===== src/hw/rtl/fbre_pkg.sv =====
// Shared types and constants for the framebuffer raster engine.
// Depends on nothing; the top level and fbre_pixel import it.
`default_nettype none
package fbre_pkg;

  // Command codes carried by the func field.
  typedef enum logic [2:0] {
    FUNC_CLEAR  = 3'd0,
    FUNC_PLOT   = 3'd1,
    FUNC_RECT   = 3'd2,
    FUNC_CIRCLE = 3'd3,
    FUNC_DISC   = 3'd4,
    FUNC_READ   = 3'd5
  } func_e;

  // Configuration register indexes.
  localparam logic CFG_WIDTH  = 1'b0;
  localparam logic CFG_HEIGHT = 1'b1;

  localparam logic [31:0] BLANK_PIXEL = 32'h0000_0000;

  // Engine states.
  typedef enum logic [3:0] {
    ST_INIT,
    ST_IDLE,
    ST_CLEAR,
    ST_RECT,
    ST_MID_OCT,
    ST_MID_STEP,
    ST_AND_OCT,
    ST_AND_STEP,
    ST_READ_WAIT,
    ST_READ_DATA,
    ST_DONE
  } state_e;

  // Write request from the drawing sequencer to the pixel unit.
  typedef struct packed {
    logic               valid;
    logic signed [13:0] col;
    logic signed [13:0] row;
  } px_req_t;

endpackage
`default_nettype wire


===== src/hw/rtl/fbre_pixel.sv =====
// Pixel clip and address unit: checks a signed coordinate against the screen
// and forms the store address width*row+col. Depends on fbre_pkg.
`default_nettype none
module fbre_pixel import fbre_pkg::*; #(
  parameter int AddrW = 16
) (
  input  logic [12:0]       eff_w_i,
  input  logic [12:0]       eff_h_i,
  input  px_req_t           req_i,
  output logic              hit_o,
  output logic [AddrW-1:0]  addr_o
);

  logic [25:0] prod;

  // Clip against the screen, then one narrow multiply-add for the address.
  always_comb begin
    hit_o = req_i.valid && !req_i.col[13] && !req_i.row[13]
            && (req_i.col[12:0] < eff_w_i) && (req_i.row[12:0] < eff_h_i);
    prod   = eff_w_i * req_i.row[12:0] + {13'd0, req_i.col[12:0]};
    addr_o = prod[AddrW-1:0];
  end

endmodule
`default_nettype wire

===== config.mk =====
export PLATFORM = sky130hd
export DESIGN_NAME = fbre_pixel
export DESIGN_NICKNAME = d
export VERILOG_FILES = /design/src/hw/rtl/fbre_pkg.sv /design/src/hw/rtl/fbre_pixel.sv
export SDC_FILE = /design/constraint.sdc
export NUM_CORES = 1
export LEC_CHECK = 0
export ABC_AREA = 1
export BUFFER_PORTS_ARGS = -buffer_cell sky130_fd_sc_hd__buf_2
export CORE_MARGIN = 1
export CORE_UTILIZATION = 41
export DETAILED_ROUTE_END_ITERATION = 8
export PLACE_DENSITY = 0.57
export SLEW_MARGIN = 20
export SYNTH_ARGS = -nofsm -noshare
export SYNTH_HDL_FRONTEND = slang
export SYNTH_SLANG_ARGS = --single-unit

===== constraint.sdc =====
create_clock -name vclk -period 18
set_clock_uncertainty 0.05 [all_clocks]
set_input_delay 1.8 -clock vclk [all_inputs]
set_output_delay 1.8 -clock vclk [all_outputs]
set_load 0.05 [all_outputs]

==> metrics.md <==
| Metric | Value |
|---|---|
| Unique cell type count in the Yosys netlist | 28 |
| Vias | 4371 |
| Peak Freq | ~110 MHz |
| Multi-input logic area | 0.00407 mm² |
| Via/cell ratio | 4.61 |
| First-pass GRT wire length | 20800 µm |
| Postcts setup bufs | 0 |
| Starting density of the core | 0.422 |
| Finished layout cell area | 0.00555 mm² |
| Gpl congestion | 0.882 |
| Area delta synth->final | 8.92% |
| Syn_nets | 944 |
| Slew margin rel. | 0.597 |
| I/O Buffers | 72 |
| Post-DRT Antenna Nets | 0 |
| RSZ-0062 raised after global routing | no |
| Hold slack final | 4.00 ns |
| DR pass1 iterations | 5 |
| Vias in the first global route | between 4k and 5k |
| Antenna cells | 0 |
| CP startpoint kind | input pin |
| Detailed Route WL | 12000 µm |
| Total GRT Usage | 0.200 |
| Max-Cap Viols | 0 |
| Worst path required time | 16.15 ns |
| CP Max Fanout | 14 |
| Setup violators final | 0 |
| WL/cell | 12.7 µm |
| Crit path cell chain | buf_2 -> nand2_1 -> inv_1 -> fa_1 -> inv_1 -> fa_1 -> inv_1 -> fa_1 -> inv_1 -> fa_1 -> inv_1 -> fa_1 -> inv_1 -> fa_1 -> inv_1 -> ha_1 -> nand2_1 -> nor2_1 -> nand2_1 -> o21ai_0 -> nand3_1 -> nand2_1 -> buf_2 |
| WP buf/inv | 9 |
| Die X-Extent | 113 µm |
| Average size of a mapped cell | about 7 µm² |
| Die area | 0.0129 mm² |
| Crit path time final | about 9.1 ns |
| Inst Count DP | 949 |
| Clock buffers | 0 |
| Ys Warns | 0 |
| Top delay family on crit path | adder cells |
| Cells after Synth | 729 |
| Critical path's most frequent cell | inv_1 |
| Crit. End Element | output pin |
| CP Data Arrival Time | between 7 and 8 ns |
| Register area | 0 µm² |
| Final period util | 0.504 |
| Mapped Area | 0.00509 mm² |
| Residual DRC | 0 |
| Initial antenna violation count | 0 |
| Post-Route Setup TNS | 0 ns |
| Nets@finish | 998 |
| Outcome | completed |
| Global route overflow | 0 |
| Fin. Hold Viols | 0 |
| Core area | about 0.012 mm² |
| Sequential area share after synthesis | 0 |
| Slowest stage delay, CP | 0.54 ns |
| Slew of the pin with the lowest slew margin | 0.598 ns |
| Crit Path Category | input pin to output pin |
| Final count of pins violating max slew | 0 |
| CP max stage cell | fa_1 |
| FP Rows | 40 |
| Post_cts resized | 0 |
| Hpwl dp | 10600 µm |
| I/O pin total | 72 |
| FF+latch count | 0 |
| Non-Filler Instances | 949 |
| Hold_buf cts | 0 |
| Largest net degree at the start of global routing | 15 |
| HP Class | input pin to output pin |
| Layout cell share with drive strength beyond 1 | 0.111 |
| DIE HEIGHT | 113 µm |
| Placed Area | approximately 0.0055 mm² |
| Initial DRC count | 180 |
| FILL cells | approximately 1.3k |
[layout make-up]
class                      count  area share
multi-input combinational    468       0.734
timing repair buffer          72      0.0650
inverter                     241       0.163
tap                          168      0.0379
[worst min-delay path, delay by kind of cell]
family | cells | cell delay (ns)
fa+ha+maj | 1 | 0.12
buf+inv | 2 | 0.34
[through the flow]
| stage | utilization | worst slack, ns |
|---|---|---|
| after floorplan | - | 9.16 |
| after global placement | 0.460 | 8.99 |
| after detailed placement | 0.460 | 8.93 |
| after CTS | 0.460 | 8.94 |
| after global routing | 0.460 | 8.57 |
| final | 0.460 | 8.93 |
[cell usage in the layout, fill, tap and decap left out, types with 2 or more instances in the layout]
| cell | n |
|---|---|
| o2111ai_1 | 2 |
| a21oi_1 | 27 |
| o31ai_1 | 2 |
| fa_1 | 87 |
| nor2_1 | 18 |
| o21ai_0 | 7 |
| xnor2_1 | 7 |
| nand2_2 | 11 |
| a21o_1 | 2 |
| xor2_1 | 10 |
| buf_2 | 72 |
| nor3_1 | 2 |
| nand2_1 | 187 |
| nand3_1 | 25 |
| inv_1 | 239 |
| ha_1 | 73 |
[per-layer routing]
metal	up-vias	wire, µm	GRT usage
met2	85	6110	0.382
met1	2083	5410	0.261
li1	2195	-	-
met3	8	379	0.00372
met5	-	0	0
met4	0	102	0.0175
[synthesized netlist by cell type (all sizes together)]
library cell / instances / area [µm²]
clkbuf: 13 / 48.8
nand3: 26 / 135
nor3: 2 / 10.0
a21o: 2 / 15.0
o221ai: 1 / 8.76
fa: 87 / 1740
nor2: 18 / 67.6
o2111ai: 2 / 17.5
ha: 73 / 913
a21oi: 27 / 135
o211ai: 1 / 7.51
xnor2: 7 / 61.3
clkinv: 1 / 3.75
a31oi: 1 / 6.26
buf: 7 / 67.6
nor3b: 1 / 7.51
nand4: 1 / 6.26
xor2: 10 / 87.6
o31ai: 2 / 15.0
nand3b: 1 / 20.0
nand2: 198 / 771
o21ai: 8 / 43.8
inv: 240 / 901
[path summary, 6_finish.rpt]
kind | startpoint | endpoint | slack [ns] | cells after the start
worst max-delay path | req_i[3] | addr_o[15] | 8.93 | 23
worst min-delay path | req_i[14] | addr_o[0] | 4.00 | 3
[logic make-up after synthesis]
group / Yosys count / share of synthesized area
buffers and inverters: 261 / 0.201
AOI/OAI and AO/OA: 44 / 0.0489
adders and majority gates: 160 / 0.522
xor gates and xnor gates: 17 / 0.0292
and+or+nand+nor: 247 / 0.200
Power is not shown: default switching activity piles up to over one toggle a cycle in this logic, so the estimate is an artifact.
